[src/hdl/sma_pkg.sv]
// Shared types and constants for the stack machine ALU.
package sma_pkg;

  localparam int DATA_W    = 32;
  localparam int OP_W      = 4;
  localparam int STATUS_W  = 2;
  localparam int DEPTH_W   = 11;
  localparam int OUT_TDATA_W = 48;

  typedef enum logic [OP_W-1:0] {
    OP_CONST = 4'd0,
    OP_ADD   = 4'd1,
    OP_SUB   = 4'd2,
    OP_MUL   = 4'd3,
    OP_DIV   = 4'd4,
    OP_MAX   = 4'd5,
    OP_MIN   = 4'd6,
    OP_NEG   = 4'd7,
    OP_DUP   = 4'd8,
    OP_SWAP  = 4'd9,
    OP_END   = 4'd10
  } op_t;

  typedef enum logic [STATUS_W-1:0] {
    ST_OK    = 2'd0,
    ST_UNDER = 2'd1,
    ST_DIVZ  = 2'd2,
    ST_FULL  = 2'd3
  } status_t;

  typedef enum logic [2:0] {
    S_IDLE,
    S_OPND,
    S_MUL,
    S_DIV,
    S_SWAP2,
    S_REFILL,
    S_DONE
  } state_t;

  typedef struct packed {
    logic              start;
    logic [DATA_W-1:0] dividend;
    logic [DATA_W-1:0] divisor;
  } div_req_t;

  typedef struct packed {
    logic              done;
    logic [DATA_W-1:0] quotient;
  } div_rsp_t;

endpackage

[src/hdl/sma_div.sv]
// Bit-serial signed divider, truncating toward zero, one quotient bit per cycle.
module sma_div (
  input  logic              clk,
  input  logic              rst_n,
  input  sma_pkg::div_req_t req,
  output sma_pkg::div_rsp_t rsp
);

  localparam int DW    = sma_pkg::DATA_W;
  localparam int CNT_W = $clog2(DW);

  logic             busy_r;
  logic             done_r;
  logic [CNT_W-1:0] cnt_r;
  logic [DW-1:0]    rem_r;
  logic [DW-1:0]    quo_r;
  logic [DW-1:0]    dvs_r;
  logic             neg_r;

  logic [DW-1:0] mag_a;
  logic [DW-1:0] mag_b;
  logic [DW:0]   rem_sh;
  logic          ge;
  logic [DW:0]   rem_new;

  assign mag_a   = req.dividend[DW-1] ? (~req.dividend + 1'b1) : req.dividend;
  assign mag_b   = req.divisor[DW-1]  ? (~req.divisor + 1'b1)  : req.divisor;
  assign rem_sh  = {rem_r, quo_r[DW-1]};
  assign ge      = rem_sh >= {1'b0, dvs_r};
  assign rem_new = ge ? (rem_sh - {1'b0, dvs_r}) : rem_sh;

  always_ff @(posedge clk) begin
    if (!rst_n) begin
      busy_r <= 1'b0;
      done_r <= 1'b0;
      cnt_r  <= '0;
    end else begin
      // pulses for one cycle after the last quotient bit
      done_r <= busy_r && !req.start && (cnt_r == CNT_W'(DW - 1));
      if (req.start) begin
        busy_r <= 1'b1;
        cnt_r  <= '0;
      end else if (busy_r) begin
        cnt_r <= cnt_r + 1'b1;
        if (cnt_r == CNT_W'(DW - 1)) begin
          busy_r <= 1'b0;
        end
      end
    end
  end

  always_ff @(posedge clk) begin
    if (req.start) begin
      rem_r <= '0;
      quo_r <= mag_a;
      dvs_r <= mag_b;
      neg_r <= req.dividend[DW-1] ^ req.divisor[DW-1];
    end else if (busy_r) begin
      rem_r <= rem_new[DW-1:0];
      quo_r <= {quo_r[DW-2:0], ge};
    end
  end

  assign rsp.done     = done_r;
  assign rsp.quotient = neg_r ? (~quo_r + 1'b1) : quo_r;

endmodule

[config.mk]
export PLATFORM = sky130hd
export DESIGN_NAME = sma_div
export DESIGN_NICKNAME = d
export VERILOG_FILES = /design/src/hdl/sma_pkg.sv /design/src/hdl/sma_div.sv
export SDC_FILE = /design/constraint.sdc
export NUM_CORES = 1
export LEC_CHECK = 0
export ABC_AREA = 1
export BUFFER_PORTS_ARGS = -buffer_cell sky130_fd_sc_hd__buf_4
export CAP_MARGIN = 20
export CORE_MARGIN = 4
export CORE_UTILIZATION = 65
export DETAILED_ROUTE_END_ITERATION = 8
export GPL_ROUTABILITY_DRIVEN = 0
export GPL_TIMING_DRIVEN = 1
export PLACE_DENSITY = 0.87
export SYNTH_ARGS = -nofsm -noshare
export SYNTH_HDL_FRONTEND = slang
export SYNTH_SLANG_ARGS = --single-unit
export TNS_END_PERCENT = 50
[constraint.sdc]
create_clock -name clk -period 4.4 [get_ports clk]
set_input_delay 1.32 -clock clk [delete_from_list [all_inputs] [get_ports clk]]
set_output_delay 1.32 -clock clk [all_outputs]
set_load 0.05 [all_outputs]
== Yosys cells after proc, flatten, opt, wreduce, memory -nomap -nowiden ==
Index checks and enable logic that the tools add are counted.

* Output and inout bits: 33
* Logic and storage cells: 34
* Register bits after elaboration: 104
* Input bits: 67

* Add/subtract/negate cells: 5
* Mux-type cells: 9
* Eq/ne operators: 1
* Reduce and logical (&&, ||, !) cells: 5
* Bitwise logic cells: 5
* Magnitude comparators: 1

{| class="wikitable"
|+ Operators with widths
! cell !! number
|-
| 2-to-1 mux 32 bit || 5
|-
| adder 32 x 1 -> 32 bit, second input constant || 3
|-
| NOT 32 bit || 3
|-
| >= comparator 33 x 32 -> 1 bit || 1
|-
| subtractor 32 bit || 1
|-
| 2-to-1 mux 31 bit || 1
|-
| adder 5 x 1 -> 5 bit, second input constant || 1
|-
| equality test 5 bit, second input constant || 1
|-
| 2-to-1 mux 1 bit || 3
|-
| logical AND 1 bit || 2
|-
| nonzero test 2 bit || 1
|-
| OR reduction 2 bit || 1
|-
| logical NOT 1 bit || 1
|-
| NOT 1 bit || 1
|-
| XOR 1 bit || 1
|}

== Depth between registers and ports, before layout ==
Gate-level depths: netlist of run 1.

* Word-level depth: 4
* Gate-level depth with buffers: 17
* Gate-level depth less buffers: 16

== Least setup slack after synthesis of run 1 ==
OpenSTA, ideal clock, no wires.

* Path kind: reg2out
* Start point: register quo_r[0]
* End point: output rsp[24] (netlist name)
* Slack: 0.885 ns
* Buffers on the path: 0
* Stages on the path, launching flop included: 10
* Data arrival time: 2.195 ns
* Data required time: 3.080 ns
* Cells stage by stage: edfxtp_1 > inv_1 > ha_1 > nand2_1 > nor2_1 > nand2_1 > nor2_1 > nand4_1 > o21ai_0 > xor2_1

{| class="wikitable"
|+ RTL lines
! item !! line !! RTL
|-
| start, declared || sma_div.sv:16 || <nowiki>logic [DW-1:0] quo_r;</nowiki>
|-
| start signal, assigned || sma_div.sv:55 || <nowiki>quo_r <= mag_a;</nowiki>
|-
| start signal, assigned || sma_div.sv:60 || <nowiki>quo_r <= {quo_r[DW-2:0], ge};</nowiki>
|-
| end, declared || sma_div.sv:6 || <nowiki>output sma_pkg::div_rsp_t rsp</nowiki>
|}

==> flow_summary.ini, run 1 <==
[status]
status = completed

[global_route]
antenna_found_initial = 0
met2_usage_pct = 48.2
grtUsageMet1_pct = 40.0
grt_pass1_vias = 8542
top_usage_layer = met2
grtUsageTotal_pct = 29.8
grt_first_pass_wirelength_um = 39400
grt_overflow = 0
grt_max_degree = 44
use_met3_pct = 4.72

[synthesis]
yosys.area_share.adder_pct = 5.21
synth_ff_type = edfxtp_1
synth_compound_gate_area_share_pct = 6.92
synth.avg_cell_area_um2 = 6.41
syn_inst = 1447
synth_nets = 1552
synthArstFlopShare_pct = 0
synth_top_family_by_area = simple AND/OR/NAND/NOR gates
synth-seq-cells = 104
ys_seq_area_share_pct = 29.5
synthMuxAreaShare_pct = 0
yosysWarnings = 0
yosys.area_share.xor_xnor_pct = 7.84
synth-simple-area-share_pct = 38.1
syn-cell-area_um2 = 9280
synth_enable_flop_cells = 65
yosysUniqueCellTypes = 43

[timing]
skew_ns = 0.0139
final-hold-violation-count = 0
rsz0062_at_grt = no
fmax_mhz = 251
setup_viol = 0
fin_crit_ns = 3.98
slew_viol_final = 0
slew_headroom_pct = 61.0
tns_ns = 0
period_share_pct = 90.5
worst_pin_slew_ns = 0.585

[place]
io_buffers = 99
dp_cells = 1698
dp_hpwl_um = 18800

[finish]
syn_to_final_growth_pct = 12.5
final_cell_mix = nand2_1 (455), inv_1 (257), nor2_1 (125), nand3_1 (115), buf_4 (106)
ff_latch_area_um2 = 2730
multiInputGateArea_um2 = 5390
num-fill-cells = 1113
final_common_cell = nand2_1
nets = 1635
drive_above_1_share_pct = 10.5
diodes = 0
final_cell_count_no_fill = 1715

[worst_setup_path]
cp_slowest_cell = edfxtp_1
cp_max_fo = 4
crit_type = flip-flop to output port
path_buf_inv = 2
startpoint_type = flip-flop
cp_cell_sequence = inv_1, ha_1, nand2_1, nor2_1, nand2_1, nor2_1, nand2_1, nand2_1, o21ai_0, a21oi_1, nand2_1, nand2_1, buf_4
worstSetupEndpointType = output port
cpMostUsedCell = nand2_1
slowest_delay_ns = 0.44
cp_top_family = simple AND/OR/NAND/NOR gates
cp.required_ns = 3.08
crit_arrival_ns = 2.66

[clock_network]
clock_latency_ns = 0.36
cts-resized-gates = 0
h-tree-depth = 3
cts_num_sinks = 104
cts_buffers = 9
cts_setup_buffers = 0
clock_path_buffers = 2
cts_tree = yes
postCtsHoldBufs = 0
path_clk_slew_ns = 0.07
clock-root-buffer = clkbuf_16

[route]
vias_per_cell = 5.47
drc_errors = 0
drtIter0Drc = 979
ant_nets = 0
dr.pass1.iters = 6
wirelength_um = 24500
via_count = 9388
post_drt_wl_per_cell_um = 14.3

[power]
power_density_nw_per_um2 = 280
cellLeakagePower_nw = 5.37
irDropWorstVdd_v = 0.000244

[floorplan]
io_pins = 100
fp-row-count = 43
dieArea_um2 = 16200
initial_core_util_pct = 66.6
die_y_um = 127
coreArea_um2 = 13900
die_w_um = 127

[min_path]
hp-class = flip-flop to flip-flop

[flow_run]
cap_viol_max_count = 0
cell type report:
cell class	count	area share [%]
Clock buffer	11	2.23
Clock inverter	5	0.600
Inverter	258	9.28
Multi-Input combinational cell	1050	51.7
Sequential cell	104	26.2
Tap cell	180	2.16
Timing Repair Buffer	107	7.89
where the power goes:
part | switching [mW] | internal (mW)
combinational | 0.634 | 0.290
clock | 0.371 | 0.446
sequential | 0.0532 | 1.12
total | 1.06 | 1.86
cells by family after synthesis:
| family | count (synthesis) |
|---|---|
| flip-flops | 104 |
| AO/OA/AOI/OAI | 117 |
| AND/OR/NAND/NOR | 812 |
| adder cells (fa/ha/maj) | 38 |
| XOR/XNOR | 83 |
| buffers and inverters | 293 |
worst min-delay path: cells and delay by family (launching register included):
| family | cells | cell delay [ns] |
|---|---|---|
| flops | 1 | 0.32 |
| simple gates | 2 | 0.11 |
through the flow:
step	utilization [%]	total power [mW]	setup slack, ns	cell area (µm²)	hold slack, ns
2_1_floorplan	-	1.80	0.885	9280	0.444
3_3_place_gp	72.6	2.08	1.05	10100	0.453
3_5_place_dp	72.6	2.10	0.941	10100	0.462
4_1_cts	74.7	2.91	0.503	10400	0.472
5_1_grt	74.9	3.04	0.255	10400	0.495
6_report	74.9	2.92	0.417	10400	0.470
routing by layer:
metal,vias up,wire (µm)
met4,0,630
met5,-,0
li1,4723,-
met2,445,11200
met3,60,2130
met1,4160,10500
cells in the mapped netlist (17+ instances only):
library cell	n	area [µm²]
a21oi_1	29	145
xor2_1	53	464
ha_1	37	463
nand2_1	455	1710
edfxtp_1	65	1950
inv_1	257	965
clkbuf_1	17	63.8
nand3b_1	18	135
xnor2_1	30	263
nor2_1	126	473
nand3_1	115	576
nor3_1	28	140
dfxtp_1	39	781
nand4_1	24	150
o21ai_0	53	265
sequential cells by signal, indices dropped and copies added, names as in the netlist:
register / flops
quo_r: 32
rem_r: 32
cnt_r: 5
done_r: 1
neg_r: 1
dvs_r: 32
busy_r: 1
path summary, 6_finish.rpt:
kind	endpoint	slack [ns]	start	cells after the start
worst min register to register	rem_r[22]$_SDFFE_PP0P_	0.47	rem_r[22]$_SDFFE_PP0P_	2
worst max-delay path	rsp[30]	0.42	quo_r[0]$_DFFE_PP_	13
worst min-delay path	rem_r[22]$_SDFFE_PP0P_	0.47	rem_r[22]$_SDFFE_PP0P_	2
worst max register to register	rem_r[4]$_SDFFE_PP0P_	1.66	dvs_r[7]$_DFFE_PP_	14
Power figures use the tool's default switching activity.
==> inputs of run 2 (changes only) <==
CORE_UTILIZATION = 30   (was 65)
CTS_CLUSTER_DIAMETER = 30   (was default)
GPL_TIMING_DRIVEN = 0   (was 1)
PLACE_DENSITY = 0.46   (was 0.87)
==> flow_summary.ini, run 2 (synthesis results as in run 1) <==
[status]
status = completed

[min_path]
min_path_cells = 2
hp-class = flip-flop to flip-flop

[worst_setup_path]
r2r_start = dvs_r[8]$_DFFE_PP_
startpoint = quo_r[0]$_DFFE_PP_
crit_arrival_ns = 2.69
slowest_delay_ns = 0.47
worstSetupEndpointType = output port
cpMostUsedCell = nand2_1
cp_cell_sequence = inv_1, ha_1, nand2_1, nor2_1, nand2_1, nor2_1, nand2_1, nand2_1, o21ai_0, a21oi_1, nand2_1, nand2_1, buf_4
worst-path-stages = 13
crit_type = flip-flop to output port
r2r_setup_slack_ns = 1.93
cp_slowest_cell = edfxtp_1
cp.required_ns = 3.08
startpoint_type = flip-flop
r2r-end = quo_r[0]$_DFFE_PP_
cp-endpoint = rsp[30]
path_buf_inv = 2
cp_max_fo = 4
r2r_cells = 15
cp_top_family = simple AND/OR/NAND/NOR gates

[clock_network]
clock_latency_ns = 0.37
cts_buffers = 9
cts_tree = yes
postCtsHoldBufs = 0
clock-root-buffer = clkbuf_16
cts_num_sinks = 104
cts_setup_buffers = 0
cts-resized-gates = 0
clock_path_buffers = 2
h-tree-depth = 3
path_clk_slew_ns = 0.08

[timing]
slew_viol_final = 0
skew_ns = 0.0138
period_share_pct = 91.2
final-hold-violation-count = 0
tns_ns = 0
fin_crit_ns = 4.01
rsz0062_at_grt = no
worst_pin_slew_ns = 0.631
setup_viol = 0
slew_headroom_pct = 57.9
hold_ws_ns = 0.475
fmax_mhz = 249

[floorplan]
io_pins = 100
dieArea_um2 = 33800
fp-row-count = 64
die_w_um = 184
die_y_um = 184
initial_core_util_pct = 30.4
coreArea_um2 = 30500

[power]
clock_power_share_pct = 29.6
intPower_mw = 1.87
power_frac_seq_pct = 38.9
power_density_nw_per_um2 = 278
power.total_mw = 3.01
cellLeakagePower_nw = 5.44
combinationalPowerShare_pct = 31.5
irDropWorstVdd_v = 0.000195
switching_share_pct = 37.9
p_switching_mw = 1.14

[global_route]
grt_first_pass_wirelength_um = 48000
grt_overflow = 0
antenna_found_initial = 0
grt_pass1_vias = 8835
grt_max_degree = 36
grtUsageTotal_pct = 18.0

[route]
dr.pass1.iters = 6
wirelength_um = 30200
via_count = 9148
post_drt_wl_per_cell_um = 15.4
ant_nets = 0
drtIter0Drc = 578
vias_per_cell = 4.67
drc_errors = 0

[finish]
nets = 1662
multiInputGateArea_um2 = 5390
drive_above_1_share_pct = 10.8
reg_top3 = dvs_r (32), quo_r (32), rem_r (32)
ff_latch_area_um2 = 2730
final_cell_mix = nand2_1 (455), inv_1 (257), nor2_1 (126), nand3_1 (115), buf_4 (100)
final_common_cell = nand2_1
syn_to_final_growth_pct = 16.9
num-fill-cells = 3422
utilization_pct = 35.5
diodes = 0

[place]
dp_hpwl_um = 24900
io_buffers = 98

[flow_run]
cap_viol_max_count = 0
[run 2: final cells by class]
| class | count | area share [%] |
|---|---|---|
| flip-flops and latches | 104 | 25.2 |
| clock buffers | 10 | 2.11 |
| clock inverters | 6 | 0.796 |
| well taps | 396 | 4.57 |
| inverters | 258 | 8.93 |
| multi-input cells | 1050 | 49.7 |
| plain buffers | 35 | 1.75 |
| repair buffers | 99 | 6.97 |
[run 2: worst min path at each step]
stage / startpoint / endpoint / slack [ns]
floorplan: rem_r[10]$_SDFFE_PP0P_ / rem_r[10]$_SDFFE_PP0P_ / 0.44
global placement: cnt_r[4]$_SDFFE_PP0P_ / cnt_r[4]$_SDFFE_PP0P_ / 0.45
detailed placement: rem_r[14]$_SDFFE_PP0P_ / rem_r[14]$_SDFFE_PP0P_ / 0.46
CTS: rem_r[14]$_SDFFE_PP0P_ / rem_r[14]$_SDFFE_PP0P_ / 0.48
global route: rem_r[14]$_SDFFE_PP0P_ / rem_r[14]$_SDFFE_PP0P_ / 0.49
finish: rem_r[15]$_SDFFE_PP0P_ / rem_r[15]$_SDFFE_PP0P_ / 0.47
[run 2: layer usage]
| layer | share of wire, % | vias to the layer above | wire length [µm] | GRT usage (%) |
|---|---|---|---|---|
| met5 | 0 | - | 0 | 0 |
| met3 | 3.1 | 21 | 944 | 1.88 |
| met2 | 44 | 166 | 13300 | 27.9 |
| met4 | 1.1 | 0 | 346 | 3.82 |
| li1 | - | 4780 | - | - |
| met1 | 52 | 4181 | 15600 | 27.0 |
[run 2: stage by stage]
| stage | cell area [µm²] | worst slack, ns | instances |
|---|---|---|---|
| global route | 10800 | 0.248 | 1958 |
| finish | 10800 | 0.385 | 1958 |
| global placement | 10500 | -0.514 | 1941 |
| detailed placement | 10500 | 0.681 | 1942 |
| CTS | 10800 | 0.427 | 1958 |
| floorplan | 9280 | 0.885 | 1447 |
[run 2: worst min-delay path: stages, from the launching register on]
cell,delay [ns]
dfxtp_1,0.33
nand2_1,0.06
nand2_1,0.04
[run 2: power by group through the flow]
stage | registers [mW] | logic, mW | clock network, mW
2_1_floorplan | 1.18 | 0.625 | 0
3_3_place_gp | 1.19 | 0.952 | 0
3_5_place_dp | 1.19 | 0.952 | 0
4_1_cts | 1.17 | 0.956 | 0.933
5_1_grt | 1.18 | 1.04 | 0.961
6_report | 1.17 | 0.949 | 0.893
